File: config.mk
export PLATFORM = sky130hd
export DESIGN_NAME = relative_strength_index_core
export DESIGN_NICKNAME = d
export VERILOG_FILES = /design/src/rsi_pkg.sv /design/src/relative_strength_index_core.sv /design/src/rsi_divider.sv
export SDC_FILE = /design/constraint.sdc
export NUM_CORES = 2
export LEC_CHECK = 0
export BUFFER_PORTS_ARGS = -buffer_cell sky130_fd_sc_hd__buf_2
export CAP_MARGIN = 10
export CORE_UTILIZATION = 30
export CTS_CLUSTER_DIAMETER = 40
export DETAILED_ROUTE_END_ITERATION = 10
export GPL_TIMING_DRIVEN = 0
export SYNTH_ARGS = -nofsm -noshare
export SYNTH_HDL_FRONTEND = slang
export SYNTH_SLANG_ARGS = --single-unit
File: constraint.sdc
create_clock -name clk -period 12.6 [get_ports clk]
set_input_delay 0.63 -clock clk [delete_from_list [all_inputs] [get_ports clk]]
set_output_delay 0.63 -clock clk [all_outputs]
set_load 0.02 [all_outputs]
File: src/rsi_pkg.sv
// rsi_pkg: shared constants and the divider request type for the rsi core
// used by rsi_divider and relative_strength_index_core; no dependencies
`timescale 1ns / 1ps
`default_nettype none

package rsi_pkg;

	localparam int DEF_PRICE_BITS    = 24;
	localparam int DEF_FRACTION_BITS = 8;

	localparam int AVG_W    = 32;
	localparam int REM_W    = 33;
	localparam int STEP_W   = 6;
	localparam int PERIOD_W = 8;
	localparam int RSI_W    = 14;
	localparam int MUL_B_W  = 14;
	localparam int PROD_W   = AVG_W + MUL_B_W;
	localparam int NUM_W    = PROD_W + 1;

	localparam logic [STEP_W-1:0]   WIDE_STEPS   = STEP_W'(AVG_W);
	localparam logic [STEP_W-1:0]   RSI_STEPS    = STEP_W'(RSI_W);
	localparam logic [MUL_B_W-1:0]  RSI_SCALE    = MUL_B_W'(10000);
	localparam logic [RSI_W-1:0]    RSI_FLAT     = RSI_W'(5000);
	localparam logic [PERIOD_W-1:0] PERIOD_RESET = PERIOD_W'(14);
	localparam logic [PERIOD_W-1:0] PERIOD_MIN   = PERIOD_W'(2);
	localparam logic [PERIOD_W-1:0] SMOOTH_MARK  = '1;

	typedef struct packed {
		logic [REM_W-1:0]  rem_init;
		logic [AVG_W-1:0]  low;
		logic [REM_W-1:0]  divisor;
		logic [STEP_W-1:0] steps;
	} div_req_t;

endpackage

`default_nettype wire

File: src/relative_strength_index_core.sv
// relative_strength_index_core: wilder rsi over a stream of closing prices
// flow: a reference-only price and each warm-up change but the last go back to idle; a result
//   price takes two 32-step passes of the shared divider (gain and loss averages) and one 14-step
//   pass for the rsi, skipped when flat (rsi 5000), then waits for the output register to be free
// throughput: one price in flight, in_ready low until it is done (a result price: result loaded)
// reset: period 14, no reference held, averages and warm-up count cleared; depends on rsi_pkg, rsi_divider
`timescale 1ns / 1ps
`default_nettype none

module relative_strength_index_core
	import rsi_pkg::*;
#(
	parameter int PRICE_BITS    = DEF_PRICE_BITS,
	parameter int FRACTION_BITS = DEF_FRACTION_BITS
) (
	input  wire logic                  clk,
	input  wire logic                  arst_n,
	input  wire logic                  cfg_valid,
	output logic                       cfg_ready,
	input  wire logic [PERIOD_W-1:0]   period,
	input  wire logic                  in_valid,
	output logic                       in_ready,
	input  wire logic [PRICE_BITS-1:0] close_price,
	input  wire logic                  starts_series,
	output logic                       out_valid,
	input  wire logic                  out_ready,
	output logic [RSI_W-1:0]           rsi_value
);

	localparam int SCL_W = PRICE_BITS + FRACTION_BITS;

	localparam logic [3:0] ST_IDLE   = 4'd0;
	localparam logic [3:0] ST_CHG    = 4'd1;
	localparam logic [3:0] ST_SUM    = 4'd2;
	localparam logic [3:0] ST_MUL_G  = 4'd3;
	localparam logic [3:0] ST_DIV_G  = 4'd4;
	localparam logic [3:0] ST_WAIT_G = 4'd5;
	localparam logic [3:0] ST_MUL_L  = 4'd6;
	localparam logic [3:0] ST_DIV_L  = 4'd7;
	localparam logic [3:0] ST_WAIT_L = 4'd8;
	localparam logic [3:0] ST_MUL_R  = 4'd9;
	localparam logic [3:0] ST_DIV_R  = 4'd10;
	localparam logic [3:0] ST_WAIT_R = 4'd11;
	localparam logic [3:0] ST_EMIT   = 4'd12;

	logic [3:0]            state_q;
	logic [PERIOD_W-1:0]   period_q;
	logic [PRICE_BITS-1:0] price_q;
	logic                  start_q;
	logic [PRICE_BITS-1:0] prev_q;
	logic                  have_ref_q;
	logic [AVG_W-1:0]      avg_gain_q;
	logic [AVG_W-1:0]      avg_loss_q;
	logic [PERIOD_W-1:0]   cnt_q;
	logic                  warm_q;
	logic [AVG_W-1:0]      gain_q;
	logic [AVG_W-1:0]      loss_q;
	logic [PROD_W-1:0]     prod_q;
	logic [AVG_W-1:0]      add_q;
	logic [REM_W-1:0]      total_q;
	logic [RSI_W-1:0]      res_q;
	logic                  out_valid_q;
	logic [RSI_W-1:0]      rsi_value_q;

	logic [PERIOD_W-1:0]   n_eff;
	logic [PRICE_BITS-1:0] diff;
	logic [SCL_W-1:0]      scaled;
	logic [AVG_W-1:0]      scaled_sat;
	logic [AVG_W:0]        sum_g;
	logic [AVG_W:0]        sum_l;
	logic [AVG_W-1:0]      sum_g_sat;
	logic [AVG_W-1:0]      sum_l_sat;
	logic [PERIOD_W-1:0]   cnt_nxt;
	logic [AVG_W-1:0]      mul_a;
	logic [MUL_B_W-1:0]    mul_b;
	logic [PROD_W-1:0]     product;
	logic [NUM_W-1:0]      num;
	logic                  div_start;
	div_req_t              div_req;
	logic                  div_done;
	logic [AVG_W-1:0]      div_quot;
	logic                  emit_load;

	assign n_eff = (period_q < PERIOD_MIN) ? PERIOD_MIN : period_q;

	// price change, scaled to the average format with saturation
	assign diff       = (price_q >= prev_q) ? (price_q - prev_q) : (prev_q - price_q);
	assign scaled     = SCL_W'(diff) << FRACTION_BITS;
	assign scaled_sat = ((scaled >> AVG_W) != '0) ? '1 : AVG_W'(scaled);

	assign sum_g     = {1'b0, avg_gain_q} + {1'b0, gain_q};
	assign sum_l     = {1'b0, avg_loss_q} + {1'b0, loss_q};
	assign sum_g_sat = sum_g[AVG_W] ? '1 : sum_g[AVG_W-1:0];
	assign sum_l_sat = sum_l[AVG_W] ? '1 : sum_l[AVG_W-1:0];
	assign cnt_nxt   = cnt_q + PERIOD_W'(1);

	// shared multiplier: avg*(n-1), or avg*0 at the end of warm-up, or gain*10000
	always_comb begin
		mul_a = avg_gain_q;
		mul_b = MUL_B_W'(n_eff - PERIOD_W'(1));
		case (state_q)
			ST_MUL_L: begin
				mul_a = avg_loss_q;
				mul_b = warm_q ? '0 : MUL_B_W'(n_eff - PERIOD_W'(1));
			end
			ST_MUL_R: begin
				mul_b = RSI_SCALE;
			end
			default: begin
				mul_b = warm_q ? '0 : MUL_B_W'(n_eff - PERIOD_W'(1));
			end
		endcase
	end

	assign product = PROD_W'(mul_a) * PROD_W'(mul_b);
	assign num     = NUM_W'(prod_q) + NUM_W'(add_q);

	always_comb begin
		div_req.rem_init = REM_W'(num[NUM_W-1:AVG_W]);
		div_req.low      = num[AVG_W-1:0];
		div_req.divisor  = REM_W'(n_eff);
		div_req.steps    = WIDE_STEPS;
		if (state_q == ST_DIV_R) begin
			div_req.rem_init = num[NUM_W-1:RSI_W];
			div_req.low      = AVG_W'(num[RSI_W-1:0]) << (AVG_W - RSI_W);
			div_req.divisor  = total_q;
			div_req.steps    = RSI_STEPS;
		end
	end

	assign div_start = (state_q == ST_DIV_G) || (state_q == ST_DIV_L) ||
		((state_q == ST_DIV_R) && (total_q != '0));

	rsi_divider u_div (
		.clk      (clk),
		.arst_n   (arst_n),
		.start    (div_start),
		.req      (div_req),
		.done     (div_done),
		.quotient (div_quot)
	);

	assign emit_load = (state_q == ST_EMIT) && (!out_valid_q || out_ready);

	// control
	always_ff @(posedge clk or negedge arst_n) begin
		if (!arst_n) begin
			state_q     <= ST_IDLE;
			period_q    <= PERIOD_RESET;
			have_ref_q  <= 1'b0;
			cnt_q       <= '0;
			warm_q      <= 1'b0;
			avg_gain_q  <= '0;
			avg_loss_q  <= '0;
			prev_q      <= '0;
			out_valid_q <= 1'b0;
		end else begin
			if (cfg_valid && cfg_ready) begin
				period_q <= period;
			end
			if (emit_load) begin
				out_valid_q <= 1'b1;
			end else if (out_ready) begin
				out_valid_q <= 1'b0;
			end
			case (state_q)
				ST_IDLE: begin
					if (in_valid) begin
						state_q <= ST_CHG;
					end
				end
				ST_CHG: begin
					prev_q <= price_q;
					if (start_q || !have_ref_q) begin
						have_ref_q <= 1'b1;
						avg_gain_q <= '0;
						avg_loss_q <= '0;
						cnt_q      <= '0;
						state_q    <= ST_IDLE;
					end else if (cnt_q != SMOOTH_MARK) begin
						state_q <= ST_SUM;
					end else begin
						warm_q  <= 1'b0;
						state_q <= ST_MUL_G;
					end
				end
				ST_SUM: begin
					avg_gain_q <= sum_g_sat;
					avg_loss_q <= sum_l_sat;
					if (cnt_nxt < n_eff) begin
						cnt_q   <= cnt_nxt;
						state_q <= ST_IDLE;
					end else begin
						cnt_q   <= SMOOTH_MARK;
						warm_q  <= 1'b1;
						state_q <= ST_MUL_G;
					end
				end
				ST_MUL_G:  state_q <= ST_DIV_G;
				ST_DIV_G:  state_q <= ST_WAIT_G;
				ST_WAIT_G: begin
					if (div_done) begin
						avg_gain_q <= div_quot;
						state_q    <= ST_MUL_L;
					end
				end
				ST_MUL_L:  state_q <= ST_DIV_L;
				ST_DIV_L:  state_q <= ST_WAIT_L;
				ST_WAIT_L: begin
					if (div_done) begin
						avg_loss_q <= div_quot;
						state_q    <= ST_MUL_R;
					end
				end
				ST_MUL_R:  state_q <= ST_DIV_R;
				ST_DIV_R: begin
					if (total_q == '0) begin
						state_q <= ST_EMIT;
					end else begin
						state_q <= ST_WAIT_R;
					end
				end
				ST_WAIT_R: begin
					if (div_done) begin
						state_q <= ST_EMIT;
					end
				end
				ST_EMIT: begin
					if (emit_load) begin
						state_q <= ST_IDLE;
					end
				end
				default: state_q <= ST_IDLE;
			endcase
		end
	end

	// datapath
	always_ff @(posedge clk) begin
		if (state_q == ST_IDLE && in_valid) begin
			price_q <= close_price;
			start_q <= starts_series;
		end
		if (state_q == ST_CHG) begin
			gain_q <= (price_q >= prev_q) ? scaled_sat : '0;
			loss_q <= (price_q >= prev_q) ? '0 : scaled_sat;
		end
		case (state_q)
			ST_MUL_G: begin
				prod_q <= product;
				add_q  <= warm_q ? avg_gain_q : gain_q;
			end
			ST_MUL_L: begin
				prod_q <= product;
				add_q  <= warm_q ? avg_loss_q : loss_q;
			end
			ST_MUL_R: begin
				prod_q  <= product;
				add_q   <= AVG_W'(({1'b0, avg_gain_q} + {1'b0, avg_loss_q}) >> 1);
				total_q <= {1'b0, avg_gain_q} + {1'b0, avg_loss_q};
			end
			default: begin
			end
		endcase
		if (state_q == ST_DIV_R && total_q == '0) begin
			res_q <= RSI_FLAT;
		end else if (state_q == ST_WAIT_R && div_done) begin
			res_q <= div_quot[RSI_W-1:0];
		end
		if (emit_load) begin
			rsi_value_q <= res_q;
		end
	end

	assign cfg_ready = (state_q == ST_IDLE);
	assign in_ready  = (state_q == ST_IDLE);
	assign out_valid = out_valid_q;
	assign rsi_value = rsi_value_q;

endmodule

`default_nettype wire

File: src/rsi_divider.sv
// rsi_divider: restoring divider, one quotient bit per cycle
// depends on rsi_pkg (div_req_t and widths)
`timescale 1ns / 1ps
`default_nettype none

module rsi_divider
	import rsi_pkg::*;
(
	input  wire logic             clk,
	input  wire logic             arst_n,
	input  wire logic             start,
	input  wire div_req_t         req,
	output logic                  done,
	output logic [AVG_W-1:0]      quotient
);

	logic [REM_W-1:0]  rem_q;
	logic [AVG_W-1:0]  low_q;
	logic [REM_W-1:0]  div_q;
	logic [STEP_W-1:0] cnt_q;
	logic              busy_q;
	logic              done_q;

	logic [REM_W:0]    shifted;
	logic              take;

	assign shifted = {rem_q, low_q[AVG_W-1]};
	assign take    = shifted >= {1'b0, div_q};

	always_ff @(posedge clk or negedge arst_n) begin
		if (!arst_n) begin
			busy_q <= 1'b0;
			done_q <= 1'b0;
			cnt_q  <= '0;
		end else begin
			done_q <= 1'b0;
			if (start) begin
				busy_q <= 1'b1;
				cnt_q  <= req.steps;
			end else if (busy_q) begin
				cnt_q <= cnt_q - STEP_W'(1);
				if (cnt_q == STEP_W'(1)) begin
					busy_q <= 1'b0;
					done_q <= 1'b1;
				end
			end
		end
	end

	always_ff @(posedge clk) begin
		if (start) begin
			rem_q <= req.rem_init;
			low_q <= req.low;
			div_q <= req.divisor;
		end else if (busy_q) begin
			if (take) begin
				rem_q <= REM_W'(shifted - {1'b0, div_q});
			end else begin
				rem_q <= shifted[REM_W-1:0];
			end
			low_q <= {low_q[AVG_W-2:0], take};
		end
	end

	assign done     = done_q;
	assign quotient = low_q;

endmodule

`default_nettype wire

==> results.json <==
{
  "drt_iter0_markers": 3272,
  "die_x_um": 373,
  "finalSetupViolCount": 0,
  "regToRegSetupSlack_ns": 1.61,
  "drt-vias-per-instance": 5.26,
  "regArea_mm2": 0.0122,
  "tritoncts": "yes",
  "wl_um": 140000,
  "nets": 5262,
  "cts_setup_buffers": 0,
  "drive_gt1_share_pct": 5.60,
  "slew_headroom_pct": 11.1,
  "antenna_found_initial": 5,
  "slew_violations": 0,
  "postSynthNetCount": 5123,
  "drv_cap": 0,
  "ant_nets": 0,
  "grt_overflow": 0,
  "netlist_top_cells_area": "edfxtp_1 22%, fa_1 18%, ha_1 9.5%, dfrtp_1 7.0%, nand2_1 5.3%",
  "nFillCells": 14004,
  "async_flop_share_pct": 27.7,
  "synth.largest_area_cell": "edfxtp_1",
  "fin_cells": 6387,
  "syn_inst": 4408,
  "port_buffers": 54,
  "path_common_cell": "fa_1",
  "yosysUniqueCellTypes": 81,
  "worstReg2RegEnd": "prod_q[45]",
  "ys_ff_latch": 429,
  "clockRootBuffer": "clkbuf_16",
  "firstDrtPassIters": 6,
  "grt_pass1_wl_um": 209000,
  "rows": 135,
  "clockBufferDepth": 3,
  "dp_hpwl_um": 115000,
  "crit_path_max_incr_delay_ns": 1.09,
  "hp-class": "in -> async",
  "fmaxAchievable_mhz": 91.0,
  "holdWs_ns": 0.0448,
  "crit_type": "reg -> reg",
  "critPathLaunchType": "register",
  "dieHeight_um": 373,
  "cts_hold_buf": 0,
  "avgSynthCellArea_um2": 9.34,
  "min_period_over_period_pct": 87.2,
  "synth_warnings": 0,
  "ios": 55,
  "final_hold_viol_count": 0,
  "die-area_mm2": 0.139,
  "core_mm2": 0.136,
  "rsz0062_at_grt": "no",
  "endpoint_kind": "register",
  "synthToLayoutAreaGrowth_pct": 12.8,
  "start_util_pct": 30.3,
  "first_global_vias": 33126,
  "clock_latency_ns": 0.66,
  "cp_slowest_cell": "o31ai_1",
  "place.gp.congestion": 0.993,
  "critPathRequiredTime_ns": 12.95,
  "clk_pin_slew_worst_paths_ns": 0.05,
  "critical_path_arrival_ns": 11.34,
  "outcome": "finished, final reports clean",
  "reg2reg_depth": 29,
  "synth-main-ff-cell": "edfxtp_1",
  "fin_skew_ns": 0.0653,
  "critPathMaxFanout": 10,
  "grt_max_degree": 70,
  "ys_seq_area_share_pct": 29.5,
  "synth_edf_count": 296,
  "synth_area_mm2": 0.0412,
  "grt_usage_pct": 20.1,
  "vias": 33605,
  "multiInputGateArea_mm2": 0.0265,
  "dp.cells": 6254,
  "cts_max_level": 3,
  "fin_crit_ns": 10.99,
  "wire_per_inst_um": 21.9,
  "cts_resized": 0,
  "worst_slew_pin_slew_ns": 1.32,
  "drc": 0,
  "cts_sinks": 429,
  "r2r-start": "period_q[4]",
  "cts_made_buffers": 72,
  "tns_ns": 0,
  "yosysTopAreaCellShare_pct": 21.6
}
cells in the final DEF, fill, tap and decap left out, types with 67 or more instances in the layout:
cell type    n
nand2_1    579
nor2_1     324
buf_2       67
edfxtp_1   296
a21o_1     153
dfrtp_1    116
fa_1       364
mux2i_1     82
ha_1       313
xnor2_1    131
nand3_1     80
inv_1      518
a21oi_1    257
xor2_1      90
clkbuf_1   143
clkbuf_16   73
o21ai_0    183
worst max path at each step:
| stage | from | slack (ns) | to | depth (start not counted) |
|---|---|---|---|---|
| global route | period_q[4] | 1.19 | prod_q[45] | 29 |
| detailed placement | period_q[4] | 1.80 | prod_q[45] | 29 |
| CTS | period_q[4] | 1.77 | prod_q[45] | 29 |
| global placement | period_q[4] | 1.37 | prod_q[45] | 28 |
| floorplan | period_q[2] | 4.42 | prod_q[45] | 28 |
| finish | period_q[4] | 1.61 | prod_q[45] | 29 |
kinds of logic after synthesis:
group	Yosys count	share of synthesized area [%]
AND/OR/NAND/NOR	1316	14.2
buffers and inverters	685	6.32
adder cells (fa/ha/maj)	677	27.2
AO/OA/AOI/OAI	989	15.8
flip-flops	429	29.5
XOR/XNOR	221	4.70
multiplexers	91	2.24
metrics by stage:
step           setup WS, ns  instance area (um^2)  util, %
6_report               1.61                 46400     34.2
5_1_grt                1.19                 46400     34.2
4_1_cts                1.77                 46400     34.2
3_5_place_dp           1.80                 43900     32.4
3_3_place_gp           1.37                 43700     32.2
2_1_floorplan          4.42                 41200        -
worst max-delay path, delay by kind of cell (launching register included):
| family | cells | cell delay [ns] |
|---|---|---|
| xor gates and xnor gates | 2 | 0.60 |
| AOI/OAI and AO/OA | 10 | 3.65 |
| DFF | 1 | 0.37 |
| and+or+nand+nor | 3 | 0.56 |
| adders and majority gates | 8 | 3.86 |
| buffers and inverters | 6 | 1.64 |
state kept, by name (all words and copies together) (netlist names), 32 cells and up:
name            cells
u_div.rem_q        33
u_div.quotient     32
u_div.div_q        33
avg_loss_q         32
add_q              32
total_q            33
prod_q             46
avg_gain_q         32
layer usage:
metal  wire length [um]  global-route usage, %  up-vias
li1                   -                      -    15426
met1              59000                   26.7    16429
met2              63400                   32.2     1455
met3              10800                   3.20      291
met4               6920                   9.09        4
met5                 21                      0        -
synthesized netlist by cell type, drive strengths merged, types with 25 or more instances:
cell type / instances
nand2b: 35
a21o: 153
and2: 52
a31oi: 30
o21a: 29
fa: 364
xnor2: 131
nor3: 55
o21ai: 198
clkbuf: 137
nor2: 324
edfxtp: 296
mux2i: 82
a21oi: 268
nand2: 581
nand3: 80
xor2: 90
o22ai: 25
nand4: 44
buf: 30
inv: 518
ha: 313
dfrtp: 116
o221ai: 37
o21bai: 43
nor2b: 46
area by class of cell:
class | instances | share of cell area, %
multi-input cells | 3294 | 57.0
flip-flops and latches | 429 | 26.2
well taps | 1781 | 4.80
inverters | 518 | 4.19
clock buffers | 82 | 4.03
plain buffers | 167 | 1.43
clock inverters | 50 | 1.37
repair buffers | 65 | 0.991
diodes | 1 | 0.00539
Power is left out: the tool's default activity adds up to more than one toggle a clock period on the data nets, which glitch-free logic cannot reach.
